`config.mk`:
```
export PLATFORM = sky130hd
export DESIGN_NAME = dcu_log_cell
export DESIGN_NICKNAME = d
export VERILOG_FILES = /design/src/design/dcu_pkg.sv /design/src/design/dcu_log_cell.sv
export SDC_FILE = /design/constraint.sdc
export NUM_CORES = 2
export LEC_CHECK = 0
export CAP_MARGIN = 30
export CORE_ASPECT_RATIO = 1.75
export CORE_MARGIN = 4
export CORE_UTILIZATION = 57
export DETAILED_ROUTE_END_ITERATION = 12
export DONT_BUFFER_PORTS = 1
export MAX_ROUTING_LAYER = met4
export PLACE_DENSITY = 0.72
export SLEW_MARGIN = 20
export SYNTH_ARGS = -nofsm -noshare
export SYNTH_HDL_FRONTEND = slang
export SYNTH_SLANG_ARGS = --single-unit
```
`constraint.sdc`:
```
create_clock -name clk -period 12.1 [get_ports clk]
set_input_delay 2.42 -clock clk [delete_from_list [all_inputs] [get_ports clk]]
set_output_delay 2.42 -clock clk [all_outputs]
set_load 0.01 [all_outputs]
```
`src/design/dcu_pkg.sv`:
```
package dcu_pkg;

    localparam int S1_LEN = 23;
    localparam int S2_LEN = 16;

    localparam int S1_ROM [0:S1_LEN-1] = '{
        -40863479, 527653260, -61005445, 8974142, -1431548, 236560, -39772, 6747,
        -1150, 197, -34, 6, -1, 0, 0, 0, 0, 0, 0, 0, 0, 0, 0
    };

    localparam int S2_ROM [0:S2_LEN-1] = '{
        -21984761, -10930828, 60099, -1387, 62, -4, 0, 0,
        0, 0, 0, 0, 0, 0, 0, 0
    };

    // c[0]/2, truncated toward zero
    localparam logic signed [33:0] S1_C0_HALF = -34'sd20431739;
    localparam logic signed [33:0] S2_C0_HALF = -34'sd10992380;

    localparam logic [29:0] LN2_Q30 = 30'd744261118;

    localparam int DIV_BITS = 47;
    localparam int LOG_BITS = 30;

    typedef struct packed {
        logic [31:0] raw;
        logic [46:0] num;
        logic [31:0] rem;
        logic [46:0] quot;
    } dcu_div_t;

    typedef struct packed {
        logic [4:0]  p;
        logic [30:0] m;
        logic [29:0] frac;
    } dcu_log_t;

    typedef struct packed {
        logic signed [33:0] t;
        logic signed [33:0] d;
        logic signed [33:0] dd;
        logic               big_arg;
    } dcu_cls_t;

    function automatic int dcu_coef(input logic big_arg, input int j, input int order);
        int c;
        c = 0;
        if (j <= order)
        begin
            if (big_arg)
            begin
                if (j < S2_LEN)
                    c = S2_ROM[j];
            end
            else
            begin
                if (j < S1_LEN)
                    c = S1_ROM[j];
            end
        end
        return c;
    endfunction

    // Q30 * Q30 -> Q30, rounded half away from zero
    function automatic logic signed [33:0] dcu_mulq(input logic signed [33:0] a,
                                                    input logic signed [33:0] b);
        logic [33:0] ma;
        logic [33:0] mb;
        logic [67:0] pr;
        logic signed [33:0] r;
        ma = a[33] ? 34'(-a) : 34'(a);
        mb = b[33] ? 34'(-b) : 34'(b);
        pr = ma * mb + (68'd1 << 29);
        r  = $signed(pr[63:30]);
        return (a[33] ^ b[33]) ? -r : r;
    endfunction

endpackage

```
`src/design/dcu_log_cell.sv`:
```
module dcu_log_cell
    import dcu_pkg::*;
(
    input  logic     clk,
    input  logic     en,
    input  dcu_log_t d,
    output dcu_log_t q
);

    dcu_log_t    q_reg;
    dcu_log_t    q_next;
    logic [61:0] sq;
    logic [31:0] s;

    // one fraction bit of log2 per squaring
    always_comb
    begin
        sq = d.m * d.m;
        s  = sq[61:30];
        q_next.p    = d.p;
        q_next.m    = s[31] ? s[31:1] : s[30:0];
        q_next.frac = {d.frac[28:0], s[31]};
    end

    always_ff @(posedge clk)
    begin
        if (en)
            q_reg <= q_next;
    end

    assign q = q_reg;

endmodule

```
* Word level (Yosys, flattened, before mapping)
Cells that the tools add are included.
** Cells by class
- Multiplexer cells :: 1
- Multiply operators :: 1
** Operators by type and width (count)
- $mul 31x31->62 :: 1
- $mux 30 :: 1
** Storage, ports and cells
- Flip-flop bits (word level) :: 66
- Output and inout port bits :: 66
- Word-level logic and storage cells :: 6

* Logic depth before layout (Yosys ltp)
- Depth in word-level cells :: 2
- Gate-level depth with buffers :: 32
- Depth with buffers taken out :: 27

* Least setup slack after synthesis
Ideal clock, no wire load.
- Path type :: input-to-reg
- Start point :: input d[55] (netlist name)
- End point :: register q_reg (netlist bit q[59]), data pin
- Arrival time :: 9.437 ns
- Path slack :: 2.403 ns
- Stages on the path :: 26
- Data required time :: 11.840 ns
- Cells stage by stage :: clkbuf_1 clkbuf_1 nand2_1 fa_1 fa_1 inv_1 fa_1 inv_1 fa_1 inv_1 fa_1 fa_1 fa_1 inv_1 fa_1 inv_1 ha_1 and4_1 o21ai_0 o311ai_0 o21ai_0 a21oi_1 o21ai_0 o31ai_1 xor2_1 mux2_2
** RTL lines
- from (decl) :: RTL line dcu_log_cell.sv:6 : input dcu_log_t d,
- to (signal assigned) :: RTL line dcu_log_cell.sv:28 : q_reg <= q_next;
- to (decl) :: RTL line dcu_log_cell.sv:10 : dcu_log_t q_reg;

==> flow_metrics.py <==
metrics = {
    "outcome": {
        "status": "complete, no violations",
    },
    "sta": {
        "setup_slack_ps": 1530,
        "fin_setup_tns_ps": 0,
        "max_slew_margin_pct": 32.3,
        "rsz0062_at_grt": "false",
        "fin_crit_sh_pct": 87.4,
        "min_period_ps": 10570,
        "fmax_ghz": 0.0946,
        "drv_slew": 0,
        "finalSetupViolCount": 0,
        "hold_viol_final": 0,
        "worst_pin_slew_ps": 1000,
    },
    "layout": {
        "drive_gt1_share_pct": 2.06,
        "fillCellCount": 4293,
        "largest_register_ffs": 66,
        "fin_nets": 3998,
        "antenna_cells": 0,
        "area_growth_pct": 2.47,
    },
    "floorplanning": {
        "rows": 109,
        "dieArea_um2": 55100,
        "core_area_um2": 50600,
        "ioPinCount": 134,
        "die_h_um": 307,
        "start_util_pct": 57.7,
        "die_x_um": 179,
    },
    "route": {
        "first_pass_iters": 7,
        "wirelength_met1_um": 22900,
        "wl_met2_um": 42300,
        "viasPerCell": 5.56,
        "drc_errors": 0,
        "vias": 19900,
        "routed.top_layer": "met4",
        "avgRoutedWirePerCell_um": 21.5,
        "wl_met3_um": 3420,
        "drt_iter0_markers": 1040,
        "totalWireLength_um": 76900,
        "ant_nets": 0,
    },
    "synthesis": {
        "synth_area_leaders": "fa_1 51%, inv_1 12%, ha_1 12%, edfxtp_1 6.8%, and2_1 4.2%",
        "synth_area_um2": 29200,
        "synth_edf_count": 66,
        "ys_seq_area_share_pct": 6.79,
        "synth_ff_type": "edfxtp_1",
        "async_reset_ff_share_pct": 0,
        "yosysMostFrequentCell": "inv_1",
        "yosys_warnings": 0,
        "yosys.area.top_type": "fa_1",
        "syn_nets": 4094,
        "synth_top_area_share_pct": 51.2,
        "synthCells": 3010,
        "synthTopCellsByCount": "916 x inv_1, 747 x fa_1, 299 x nand2_1",
        "ys_ff_latch": 66,
        "synth_cell_types": 55,
        "avgSynthCellArea_um2": 9.70,
    },
    "clocking": {
        "cts_made_buffers": 9,
        "cts_tree": "yes",
        "cts_buffer_depth": 2,
        "htree_levels": 3,
        "cts_resized": 0,
        "cts.hold.buffers_added": 0,
        "clk_pin_slew_worst_paths_ps": 60,
        "cts_root_buf": "clkbuf_16",
        "cts_setup_buffers": 0,
        "clkSinkCount": 66,
    },
    "global_routing": {
        "grt_pass1_wl_um": 125000,
        "track_usage_pct": 30.8,
        "antenna_found_initial": 1,
        "grt_start_max_net_pins": 67,
        "grt_overflow": 0,
        "grt_pass1_vias": 24200,
    },
    "flow_run": {
        "drv_cap": 0,
    },
    "critical_path": {
        "cp_data_arrival_time_ps": 10640,
        "crit_start": "d[45]",
        "crit_path_end_kind": "register",
        "cp_max_fo": 39,
        "endpoint": "q[37]$_DFFE_PP_",
        "crit_required_ps": 12170,
        "worstSetupStartpointType": "input pin",
        "crit_type": "in -> reg",
    },
    "placement": {
        "io_buffers": 0,
        "routabilityCongestion": 0.974,
        "hpwl_um": 62600,
        "post-place-ws_ps": 1180,
    },
    "hold_path": {
        "hold_path.class": "in -> reg",
    },
}
==> layer usage <==
| metal | GRT usage (%) | up-vias |
|---|---|---|
| met3 | 3.37 | 440 |
| met4 | 23.8 | 0 |
| met1 | 29.5 | 10200 |
| met5 | - | - |
| li1 | - | 8549 |
| met2 | 55.3 | 746 |
==> placed cells by master (no fill, tap or decap), types with 9 or more instances in the layout <==
cell,count
a21o_1,22
nand4_1,17
mux2_2,25
clkbuf_16,9
a21oi_1,71
edfxtp_1,66
nor2b_1,14
and3_1,9
nor2_1,58
nand3_1,12
and2_1,194
nand2_1,299
ha_1,269
o21bai_1,14
fa_1,747
xor2_1,25
o21ai_0,29
a31oi_1,9
inv_1,916
xnor2_1,30
==> critical path: stages <==
cell      delay, ps
clkinv_1        310
nor2_1          450
fa_1            520
fa_1            540
inv_1            60
fa_1            580
fa_1            470
fa_1            560
inv_1            50
fa_1            460
fa_1            400
fa_1            500
ha_1            390
a21oi_1         370
o211ai_1        180
a22oi_1         310
nor2_1           90
a221oi_1        390
nand2_1         270
a31oi_1         320
xnor2_2         140
buf_4           410
mux2_2          400
==> kinds of logic after synthesis <==
logic type / share of synthesized area [%]
multiplexers: 1.08
AO/OA/AOI/OAI: 4.07
XOR/XNOR: 1.68
buffers and inverters: 13.2
AND/OR/NAND/NOR: 10.4
adder cells (fa/ha/maj): 62.7
flip-flops: 6.79
==> cell type report <==
class / count / area, um^2 / share of cell area [%]
tap: 666 / 833 / 2.78
clock buffer: 9 / 225 / 0.753
sequential: 66 / 1980 / 6.62
clock inverter: 7 / 75.1 / 0.251
multi-input combinational: 1919 / 23400 / 78.1
timing repair buffer: 1 / 7.51 / 0.0251
inverter: 917 / 3440 / 11.5
==> how the worst min path moves through the flow <==
stage / from / endpoint / cells after the start
2_1_floorplan: d[9] / q[10]$_DFFE_PP_ / 0
3_3_place_gp: d[16] / q[17]$_DFFE_PP_ / 0
3_5_place_dp: d[61] / q[61]$_DFFE_PP_ / 0
4_1_cts: d[12] / q[13]$_DFFE_PP_ / 0
5_1_grt: d[12] / q[13]$_DFFE_PP_ / 0
6_report: d[12] / q[13]$_DFFE_PP_ / 0
==> stage by stage <==
| stage | util (%) | cell area [um^2] | cells | hold WS, ps |
|---|---|---|---|---|
| finish | 59.1 | 29900 | 3585 | 2190 |
| global route | 59.1 | 29900 | 3585 | 2170 |
| CTS | 59.1 | 29900 | 3585 | 2170 |
| detailed placement | 58.5 | 29600 | 3569 | 2520 |
| global placement | 58.5 | 29600 | 3569 | 2520 |
| floorplan | - | 29200 | 3010 | 2520 |
Power is not shown: default switching activity piles up to over one toggle a cycle in this logic, so the estimate is an artifact.
