<file path="src/design/dcu_pkg.sv">
package dcu_pkg;

    localparam int S1_LEN = 23;
    localparam int S2_LEN = 16;

    localparam int S1_ROM [0:S1_LEN-1] = '{
        -40863479, 527653260, -61005445, 8974142, -1431548, 236560, -39772, 6747,
        -1150, 197, -34, 6, -1, 0, 0, 0, 0, 0, 0, 0, 0, 0, 0
    };

    localparam int S2_ROM [0:S2_LEN-1] = '{
        -21984761, -10930828, 60099, -1387, 62, -4, 0, 0,
        0, 0, 0, 0, 0, 0, 0, 0
    };

    // c[0]/2, truncated toward zero
    localparam logic signed [33:0] S1_C0_HALF = -34'sd20431739;
    localparam logic signed [33:0] S2_C0_HALF = -34'sd10992380;

    localparam logic [29:0] LN2_Q30 = 30'd744261118;

    localparam int DIV_BITS = 47;
    localparam int LOG_BITS = 30;

    typedef struct packed {
        logic [31:0] raw;
        logic [46:0] num;
        logic [31:0] rem;
        logic [46:0] quot;
    } dcu_div_t;

    typedef struct packed {
        logic [4:0]  p;
        logic [30:0] m;
        logic [29:0] frac;
    } dcu_log_t;

    typedef struct packed {
        logic signed [33:0] t;
        logic signed [33:0] d;
        logic signed [33:0] dd;
        logic               big_arg;
    } dcu_cls_t;

    function automatic int dcu_coef(input logic big_arg, input int j, input int order);
        int c;
        c = 0;
        if (j <= order)
        begin
            if (big_arg)
            begin
                if (j < S2_LEN)
                    c = S2_ROM[j];
            end
            else
            begin
                if (j < S1_LEN)
                    c = S1_ROM[j];
            end
        end
        return c;
    endfunction

    // Q30 * Q30 -> Q30, rounded half away from zero
    function automatic logic signed [33:0] dcu_mulq(input logic signed [33:0] a,
                                                    input logic signed [33:0] b);
        logic [33:0] ma;
        logic [33:0] mb;
        logic [67:0] pr;
        logic signed [33:0] r;
        ma = a[33] ? 34'(-a) : 34'(a);
        mb = b[33] ? 34'(-b) : 34'(b);
        pr = ma * mb + (68'd1 << 29);
        r  = $signed(pr[63:30]);
        return (a[33] ^ b[33]) ? -r : r;
    endfunction

endpackage

</file>
<file path="src/design/dcu_cls_cell.sv">
module dcu_cls_cell
    import dcu_pkg::*;
#(
    parameter int C_SMALL = 0,
    parameter int C_LARGE = 0
)
(
    input  logic     clk,
    input  logic     en,
    input  dcu_cls_t d,
    output dcu_cls_t q
);

    dcu_cls_t           q_reg;
    dcu_cls_t           q_next;
    logic signed [33:0] c;
    logic signed [33:0] t2;

    // Clenshaw step: d' = 2t*d - dd + c[j], dd' = d
    always_comb
    begin
        c  = d.big_arg ? 34'(C_LARGE) : 34'(C_SMALL);
        t2 = d.t <<< 1;
        q_next.t       = d.t;
        q_next.big_arg = d.big_arg;
        q_next.d       = dcu_mulq(t2, d.d) - d.dd + c;
        q_next.dd      = d.d;
    end

    always_ff @(posedge clk)
    begin
        if (en)
            q_reg <= q_next;
    end

    assign q = q_reg;

endmodule

</file>
<file path="config.mk">
export PLATFORM = sky130hd
export DESIGN_NAME = dcu_cls_cell
export DESIGN_NICKNAME = d
export VERILOG_FILES = /design/src/design/dcu_pkg.sv /design/src/design/dcu_cls_cell.sv
export SDC_FILE = /design/constraint.sdc
export NUM_CORES = 2
export LEC_CHECK = 0
export BUFFER_PORTS_ARGS = -buffer_cell sky130_fd_sc_hd__buf_4
export CAP_MARGIN = 20
export CORE_UTILIZATION = 40
export DETAILED_ROUTE_END_ITERATION = 7
export GPL_TIMING_DRIVEN = 0
export PLACE_DENSITY = 0.57
export SETUP_SLACK_MARGIN = 0.3
export SLEW_MARGIN = 20
export SYNTH_ARGS = -nofsm -noshare
export SYNTH_HDL_FRONTEND = slang
export SYNTH_SLANG_ARGS = --single-unit
</file>
<file path="constraint.sdc">
create_clock -name clk -period 16.98 [get_ports clk]
set_clock_uncertainty 0.1 [all_clocks]
set_input_delay 0.849 -clock clk [delete_from_list [all_inputs] [get_ports clk]]
set_output_delay 0.849 -clock clk [all_outputs]
set_load 0.1 [all_outputs]
</file>
---- Word-level counts from Yosys, hierarchy flattened ----
Cells that the tools add are included.
operators by class
  add/sub/neg operators ................... 5
  muxes and demuxes ....................... 3
  bitwise logic cells ..................... 1
  multipliers ............................. 1
operators by type and width
  operator                number
  $mux 34                 3
  $neg 34->34             3
  $add 64x30->64 const B  1
  $mul 34x34->64          1
  $sub 34x34->34          1
  $xor 1x1->1             1
word-level totals
  bits of input ports ..................... 105
  register bits ........................... 103
  output and inout port bits .............. 103

---- Longest topological paths before layout ----
  word-level depth ........................ 7
  gate-level depth with buffers ........... 53
  mapped depth without buffers ............ 51

---- Least setup slack after synthesis ----
OpenSTA, ideal clock, no wires.
  path kind ............................... input to register
  start ................................... input d[81] in the netlist's numbering
  end ..................................... register q_reg, in the netlist q[68] (data pin)
  stages on the path ...................... 47
  buffers on the path ..................... 1
  setup time .............................. 0.264 ns
  setup slack ............................. 3.350 ns
  data arrival time ....................... 13.266 ns
  path through ............................ or4_1 or4_1 or3_1 o21ai_0 xor2_1 clkbuf_1 nor2_1 fa_1 inv_1 fa_1 inv_1 fa_1 inv_1 fa_1 inv_1 fa_1 inv_1 fa_1 [... 11 more ...] xnor2_1 ha_1 inv_1 a211oi_1 nand2_1 o41ai_1 xnor2_1 ha_1 nand3_1 or2_2 o21a_1 o31ai_1 a211oi_1 nor2_1 a31oi_1 a311oi_1 xnor3_1 xnor2_1
RTL lines
  item                  RTL line            text
  from (decl)           dcu_cls_cell.sv:10  input dcu_cls_t d,
  to (signal assigned)  dcu_cls_cell.sv:33  q_reg <= q_next;
  to (decl)             dcu_cls_cell.sv:14  dcu_cls_t q_reg;

==> impl_metrics.toml <==
[hold_path]
hold_path_end = "q[0]"
hold_start = "d[0]"
hp-class = "input port to flop"
holdPathStages = 1

[critical_path]
critPathRequiredTime_ps = 17050
cp_data_arrival_time_ps = 16190
end_kind = "flop"
critPathKind = "input port to flop"
path_max_fanout = 10
crit_start = "d[35]"
startpoint_type = "input port"
crit_path_max_incr_delay_ps = 680
cp_slowest_cell = "o41ai_1"
cp_common_cell = "fa_1"

[detailed_routing]
routed_wl_um = 158000
drtIter0Drc = 3144
met1_length_um = 61500
drc = 0
via_per_inst = 5.44
drtPass1Iterations = 6
dr_total_vias = 34000
wl_per_cell_um = 25.4
route.met3.wl_um = 18700
drtAntennaViolNets = 0
top_layer_used = "met5"
met2WireLength_um = 68300

[layout]
largest_reg_flops = 103
multi_input_area_um2 = 34000
fillers = 10200
final_cell_mix = "inv_1, fa_1, nand2_1"
layout_commonest_cell = "inv_1"
fin_util_pct = 44.7
design_area_um2 = 45700
num-nets-final = 6274
synthToLayoutAreaGrowth_pct = 10.2
layout-drive-gt1-share_pct = 6.79
seqCellArea_um2 = 3090

[floorplanning]
ioPinCount = 208
fp.dieW_um = 324
die_y_um = 324
dieArea_um2 = 105000
core_um2 = 102000
initial_utilization_pct = 40.5
num_rows = 117

[clock_network]
cts.sinks = 103
root_buffer = "clkbuf_16"
ctsHtreeMaxLevel = 3
clk_pin_slew_ps = 90
cts_buffers = 9
clk_path_buf_depth = 2
postCtsSetupBuffers = 0
cts_tree = "built"

[yosys]
synth_cell_type_count = 85
syn-mean-instance-area_um2 = 8.96
synth.largest_area_cell = "fa_1"
yosys_most_used_dff = "edfxtp_1"
yosys-top-cells-area = "fa_1, inv_1, ha_1, edfxtp_1, nand2_1"
synth_top_area_share_pct = 47.6
yosysSeqAreaShare_pct = 7.46
syn_area_um2 = 41500
syn_nets = 6034
synth_cells = 4630
async_flop_share_pct = 0
ys_warn_count = 0
synth-edff-count = 103
yosys_register_bits = 103

[timing]
hold_viol = 0
min_period_over_period_pct = 94.9
rsz0062_at_grt = "no"
whs_ps = 498
tightestPinTransition_ps = 1250
finalSetupViolCount = 0
timing.fmax_mhz = 62.0
maxSlewHeadroom_pct = 15.8
final_max_slew_viol_count = 0
period_minus_slack_ps = 16120
worst_slack_ps = 861

[global_route]
track_usage_pct = 31.1
grt_pass1_vias = 34800
overflow = 0
grt_max_degree = 104
grt_pass1_wl_um = 233000
grt_antenna_before_repair = 8

[placed_design]
placed_cell_area_um2 = 45300
pre_cts_slack_ps = -298
place_congestion = 1.05
hpwl_um = 136000
port-buffer-count = 207

[flow_run]
cap_violations = 0

[run_status]
outcome = "completed"
==> critical path, delay by kind of cell <==
kind | cells | cell delay [ps]
xor gates and xnor gates | 4 | 1290
AOI/OAI and AO/OA | 12 | 3480
adders and majority gates | 11 | 5190
buffers and inverters | 11 | 2120
and+or+nand+nor | 11 | 3260
==> cell usage after synthesis (all sizes together), types with 4 or more instances <==
| library cell | n |
|---|---|
| inv | 1056 |
| fa | 987 |
| nand2 | 638 |
| nor2 | 614 |
| ha | 312 |
| clkbuf | 189 |
| xnor2 | 126 |
| edfxtp | 103 |
| a21oi | 85 |
| xor2 | 85 |
| o21ai | 68 |
| a21o | 41 |
| and2 | 27 |
| nand3 | 23 |
| o31ai | 22 |
| nand4 | 18 |
| nor3 | 18 |
| o21a | 15 |
| o41ai | 15 |
| or3 | 14 |
| a211oi | 13 |
| a31oi | 11 |
| or4 | 10 |
| and3 | 9 |
| nor2b | 9 |
| or2 | 9 |
| a311oi | 7 |
| nand2b | 7 |
| o211ai | 6 |
| o31a | 6 |
| buf | 5 |
| mux2i | 5 |
| nor4 | 5 |
| o22ai | 5 |
| a211o | 4 |
| a21boi | 4 |
| a221o | 4 |
| a221oi | 4 |
| nor3b | 4 |
| o21bai | 4 |
==> how the worst max path moves through the flow <==
stage / to / slack, ps / depth (start not counted)
6_report: q[68] / 860 / 49
3_3_place_gp: q[68] / -310 / 50
5_1_grt: q[68] / 300 / 49
4_1_cts: q[68] / 410 / 50
3_5_place_dp: q[68] / -300 / 50
2_1_floorplan: q[68] / 3350 / 47
==> routing by layer <==
metal / up-vias / GRT usage [%]
li1: 14300 / -
met1: 17400 / 41.1
met2: 1899 / 46.4
met3: 379 / 8.80
met4: 8 / 16.5
met5: - / 0
==> cell families after synthesis <==
logic type	synth area share, %
AO/OA/AOI/OAI	5.42
XOR/XNOR	4.55
adder cells (fa/ha/maj)	57.0
buffers and inverters	11.4
flip-flops	7.46
multiplexers	0.187
AND/OR/NAND/NOR	14.0
==> cell type report <==
cell class,count,share of cell area (%)
multi-input cells,3276,74.5
flip-flops and latches,103,6.77
diodes,3,0.0164
inverters,1057,8.68
clock inverters,7,0.200
repair buffers,229,3.98
well taps,1368,3.74
plain buffers,194,1.66
clock buffers,9,0.493
==> repair_timing <==
item,in CTS,in global routing
endpoints found under the setup margin,1,8
hold buffers,0,0
resized for setup,1,23
==> through the flow <==
stage,instances,setup TNS [ps]
floorplan,4630,0
global placement,6205,-347
detailed placement,6226,-345
CTS,6242,0
global route,6244,0
finish,6246,0
Power is left out: the tool's default activity adds up to more than one toggle a clock period on the data nets, which glitch-free logic cannot reach.
