<file path="src/design/dcu_pkg.sv">
package dcu_pkg;

    localparam int S1_LEN = 23;
    localparam int S2_LEN = 16;

    localparam int S1_ROM [0:S1_LEN-1] = '{
        -40863479, 527653260, -61005445, 8974142, -1431548, 236560, -39772, 6747,
        -1150, 197, -34, 6, -1, 0, 0, 0, 0, 0, 0, 0, 0, 0, 0
    };

    localparam int S2_ROM [0:S2_LEN-1] = '{
        -21984761, -10930828, 60099, -1387, 62, -4, 0, 0,
        0, 0, 0, 0, 0, 0, 0, 0
    };

    // c[0]/2, truncated toward zero
    localparam logic signed [33:0] S1_C0_HALF = -34'sd20431739;
    localparam logic signed [33:0] S2_C0_HALF = -34'sd10992380;

    localparam logic [29:0] LN2_Q30 = 30'd744261118;

    localparam int DIV_BITS = 47;
    localparam int LOG_BITS = 30;

    typedef struct packed {
        logic [31:0] raw;
        logic [46:0] num;
        logic [31:0] rem;
        logic [46:0] quot;
    } dcu_div_t;

    typedef struct packed {
        logic [4:0]  p;
        logic [30:0] m;
        logic [29:0] frac;
    } dcu_log_t;

    typedef struct packed {
        logic signed [33:0] t;
        logic signed [33:0] d;
        logic signed [33:0] dd;
        logic               big_arg;
    } dcu_cls_t;

    function automatic int dcu_coef(input logic big_arg, input int j, input int order);
        int c;
        c = 0;
        if (j <= order)
        begin
            if (big_arg)
            begin
                if (j < S2_LEN)
                    c = S2_ROM[j];
            end
            else
            begin
                if (j < S1_LEN)
                    c = S1_ROM[j];
            end
        end
        return c;
    endfunction

    // Q30 * Q30 -> Q30, rounded half away from zero
    function automatic logic signed [33:0] dcu_mulq(input logic signed [33:0] a,
                                                    input logic signed [33:0] b);
        logic [33:0] ma;
        logic [33:0] mb;
        logic [67:0] pr;
        logic signed [33:0] r;
        ma = a[33] ? 34'(-a) : 34'(a);
        mb = b[33] ? 34'(-b) : 34'(b);
        pr = ma * mb + (68'd1 << 29);
        r  = $signed(pr[63:30]);
        return (a[33] ^ b[33]) ? -r : r;
    endfunction

endpackage

</file>
<file path="src/design/dcu_div_cell.sv">
module dcu_div_cell
    import dcu_pkg::*;
(
    input  logic     clk,
    input  logic     en,
    input  dcu_div_t d,
    output dcu_div_t q
);

    dcu_div_t   q_reg;
    dcu_div_t   q_next;
    logic [32:0] r2;
    logic [32:0] diff;
    logic        ge;

    always_comb
    begin
        r2   = {d.rem, d.num[46]};
        diff = r2 - {1'b0, d.raw};
        ge   = (r2 >= {1'b0, d.raw});
        q_next.raw  = d.raw;
        q_next.num  = {d.num[45:0], 1'b0};
        q_next.rem  = ge ? diff[31:0] : r2[31:0];
        q_next.quot = {d.quot[45:0], ge};
    end

    always_ff @(posedge clk)
    begin
        if (en)
            q_reg <= q_next;
    end

    assign q = q_reg;

endmodule

</file>
<file path="config.mk">
export PLATFORM = sky130hd
export DESIGN_NAME = dcu_div_cell
export DESIGN_NICKNAME = d
export VERILOG_FILES = /design/src/design/dcu_pkg.sv /design/src/design/dcu_div_cell.sv
export SDC_FILE = /design/constraint.sdc
export NUM_CORES = 1
export LEC_CHECK = 0
export ABC_CLOCK_PERIOD_IN_PS = 7400
export BUFFER_PORTS_ARGS = -buffer_cell sky130_fd_sc_hd__buf_2
export CORE_MARGIN = 2
export CORE_UTILIZATION = 40
export CTS_CLUSTER_SIZE = 25
export DETAILED_ROUTE_END_ITERATION = 7
export GPL_TIMING_DRIVEN = 1
export PLACE_DENSITY_LB_ADDON = 0.05
export SETUP_SLACK_MARGIN = 0.3
export SLEW_MARGIN = 20
export SYNTH_ARGS = -nofsm -noshare
export SYNTH_HDL_FRONTEND = slang
export SYNTH_SLANG_ARGS = --single-unit
</file>
<file path="constraint.sdc">
create_clock -name clk -period 7.4 [get_ports clk]
set_clock_uncertainty 0.1 [all_clocks]
set_input_delay 1.48 -clock clk [delete_from_list [all_inputs] [get_ports clk]]
set_output_delay 1.48 -clock clk [all_outputs]
set_load 0.02 [all_outputs]
</file>
=== Yosys cells after proc, flatten, opt, wreduce, memory -nomap -nowiden ===
Cells that the tools add are included.

* Bits in registers: 157
* Bits of input ports: 160
* Output and inout port bits: 158
* Word-level logic and storage cells: 7

* Add/sub/neg operators: 1
* Order comparisons: 1
* Mux-type cells: 1

{| class="wikitable"
|+ Operators by type and width
! operator !! number
|-
| >= comparator 33 x 32 -> 1 bit || 1
|-
| two-way mux 32 bit || 1
|-
| subtractor 32 bit || 1
|}

=== Depth between registers and ports, before layout ===
* Depth after elaboration: 2
* Gate-level depth with buffers: 13
* Depth with buffers taken out: 11

=== Worst setup path before layout ===
Ideal clock, no wire load.

* Kind: input -> register
* Start: input d[149] (netlist bit)
* End: register q_reg, in the netlist q[51] (data pin)
* Library setup time: 0.260 ns
* Arrival: 3.572 ns
* Setup slack: 3.468 ns
* Stages on the path: 11
* Cell sequence: inv_1 ha_1 buf_6 and3_1 o21a_1 a311oi_2 o21ai_1 or3b_1 o21a_1 buf_6 mux2_4

{| class="wikitable"
|+ RTL lines
! item !! RTL line !! source
|-
| from (decl) || dcu_div_cell.sv:6 || <nowiki>input dcu_div_t d,</nowiki>
|-
| to (signal assigned) || dcu_div_cell.sv:30 || <nowiki>q_reg <= q_next;</nowiki>
|-
| to (decl) || dcu_div_cell.sv:10 || <nowiki>dcu_div_t q_reg;</nowiki>
|}

==> impl_metrics.json <==
{
  "status": "complete, no violations",
  "rsz0062_at_grt": "false",
  "post_cts_buffers": 0,
  "max_freq_ghz": 0.221,
  "grt_pass1_vias": 5026,
  "num-nets-final": 1029,
  "period_share": 0.612,
  "cp.required_ps": 7470,
  "post_cts_resize_count": 0,
  "antenna_violating_nets_post_route": 0,
  "power-per-cell-area_nw_per_um2": 259,
  "p_total_mw": 2.44,
  "antenna_found_initial": 1,
  "synth_fp_nets": 711,
  "placed_cell_area_um2": 8810,
  "synth-seq-cells": 157,
  "antennaDiodeCount": 0,
  "drv_slew": 0,
  "start_util": 0.408,
  "drive_above_1_share": 0.429,
  "cts_tree": "yes",
  "synth_cell_types": 50,
  "ios": 318,
  "dr.pass1.iters": 4,
  "hold_end": "q[122]$_DFFE_PP_",
  "async_flop_share": 0,
  "cts.clk_slew.worst_paths_ps": 70,
  "hold_start": "d[121]",
  "finalSetupTns_ps": 0,
  "maxSlewHeadroom": 0.363,
  "cap_viol_max_count": 0,
  "leakage_nw": 4.19,
  "synth_ff_type": "edfxtp_1",
  "clockBufferDepth": 2,
  "syn_area_um2": 7050,
  "sw_frac_of_total": 0.295,
  "num_rows": 48,
  "postSynthCellCount": 518,
  "syn_to_final_growth_pct": 33.3,
  "drt_iter0_drc": 212,
  "hold_buffers": 0,
  "hpwl_um": 14300,
  "hold_viol": 0,
  "portBuffers": 315,
  "grt_pass1_wl_um": 26500,
  "worstPathArrival_ps": 4610,
  "power_frac_comb": 0.199,
  "drc_errors": 0,
  "gp_congestion": 0.875,
  "finalInstanceArea_um2": 9400,
  "critPathMaxFanout": 37,
  "clock_tree.root_cell": "clkbuf_16",
  "min_path_type": "in2reg",
  "yosysSeqAreaShare": 0.668,
  "holdPathStages": 1,
  "totalWireLength_um": 18300,
  "cts_made_buffers": 17,
  "power.share.clock": 0.349,
  "grt_max_degree": 99,
  "p_int_mw": 1.72,
  "nFillCells": 1559,
  "die_w_um": 137,
  "period_needed_ps": 4530,
  "core_area_um2": 17300,
  "via_per_inst": 4.83,
  "die_h_um": 137,
  "worst_slew_pin_slew_ps": 956,
  "setup_viol": 0,
  "largest_reg_flops": 157,
  "start_kind": "input port",
  "dieArea_um2": 18700,
  "crit_type": "in2reg",
  "p_sw_uw": 720,
  "vias": 5191,
  "synth-edff-count": 157,
  "yosys_warnings": 0,
  "power_frac_seq": 0.452,
  "cts.sinks": 157,
  "grt_util_all_layers": 0.188,
  "wl_per_cell_um": 17.1,
  "gr-total-overflow": 0,
  "vdd_ir_drop_max_mv": 0.155,
  "htreeDepth": 4,
  "critPathCaptureType": "flop",
  "syn_area_per_cell_um2": 13.6
}
-- cells by family after synthesis --
| group | after synthesis | share of synthesized area |
|---|---|---|
| DFF | 157 | 0.668 |
| adders and majority gates | 33 | 0.0596 |
| muxes | 10 | 0.0199 |
| and+or+nand+nor | 107 | 0.0742 |
| AOI/OAI and AO/OA | 120 | 0.104 |
| buffers and inverters | 64 | 0.0413 |
| other | 1 | 0.000532 |
| xor gates and xnor gates | 26 | 0.0323 |
-- worst max-delay path, stage by stage --
cell and delay, ps:
buf_2 90, inv_1 40, ha_1 400, and3_1 330, nand4_1 210, nor4b_1 470, a21o_1 220, o21a_2 660
buf_4 380, mux2_4 320
-- cell type report --
| cell class | instances | area, um^2 | area share |
|---|---|---|---|
| flip-flops and latches | 157 | 4710 | 0.502 |
| multi-input cells | 297 | 2050 | 0.218 |
| repair buffers | 317 | 1600 | 0.170 |
| clock buffers | 17 | 425 | 0.0453 |
| well taps | 225 | 282 | 0.0299 |
| inverters | 46 | 173 | 0.0184 |
| clock inverters | 15 | 160 | 0.0170 |
-- synthesized netlist by cell type (7+ instances only) --
library cell,number,share of area
nand4_1,8,0.0071
nand3_1,8,0.0057
ha_1,32,0.057
nor2_1,37,0.020
edfxtp_1,157,0.67
mux2_4,8,0.017
inv_1,46,0.024
a21oi_1,54,0.038
xor2_1,10,0.012
xnor2_1,16,0.020
nand2_1,24,0.013
nand2b_1,7,0.0062
o31ai_1,7,0.0075
a21o_1,8,0.0085
o21ai_0,17,0.012
-- through the flow --
step / std cells / util / hold WS (ps) / worst slack (ps)
detailed placement: 1042 / 0.510 / 1560 / 2430
floorplan: 518 / - / 1480 / 3470
finish: 1074 / 0.543 / 1130 / 2870
global placement: 1042 / 0.510 / 1560 / 2480
global route: 1074 / 0.543 / 1100 / 2670
CTS: 1074 / 0.543 / 1110 / 2860
-- cells in the final DEF, fill, tap and decap left out, types with 7 or more instances in the layout --
cell,count
nand3_1,8
nand4_1,8
inv_1,46
o31ai_1,7
ha_1,32
nand2b_1,7
xnor2_1,16
mux2_4,8
buf_2,314
o21ai_0,17
a21oi_1,54
xor2_1,10
a21o_1,8
nor2_1,37
nand2_1,24
edfxtp_1,157
clkbuf_16,17
-- worst max path at each step --
| stage | startpoint | to | slack, ps | cells after the start |
|---|---|---|---|---|
| 2_1_floorplan | d[149] | q[51]$_DFFE_PP_ | 3470 | 11 |
| 3_3_place_gp | d[149] | q[54]$_DFFE_PP_ | 2480 | 10 |
| 3_5_place_dp | d[150] | q[77]$_DFFE_PP_ | 2430 | 10 |
| 4_1_cts | d[149] | q[77]$_DFFE_PP_ | 2860 | 10 |
| 5_1_grt | d[150] | q[54]$_DFFE_PP_ | 2670 | 10 |
| 6_report | d[150] | q[54]$_DFFE_PP_ | 2870 | 10 |
-- power by group through the flow --
stage	clock, mW	combinational [mW]	sequential, mW
floorplan	0	0.188	1.24
global placement	0	0.484	1.12
detailed placement	0	0.488	1.12
CTS	0.876	0.491	1.10
global route	0.911	0.527	1.11
finish	0.850	0.485	1.10
-- metal layers --
layer,GRT usage,part of all wire,vias up
li1,-,-,2551
met1,0.218,0.38,2387
met2,0.329,0.50,223
met3,0.0626,0.094,28
met4,0.0573,0.018,2
met5,0,0.00071,-
Power figures use the tool's default switching activity.
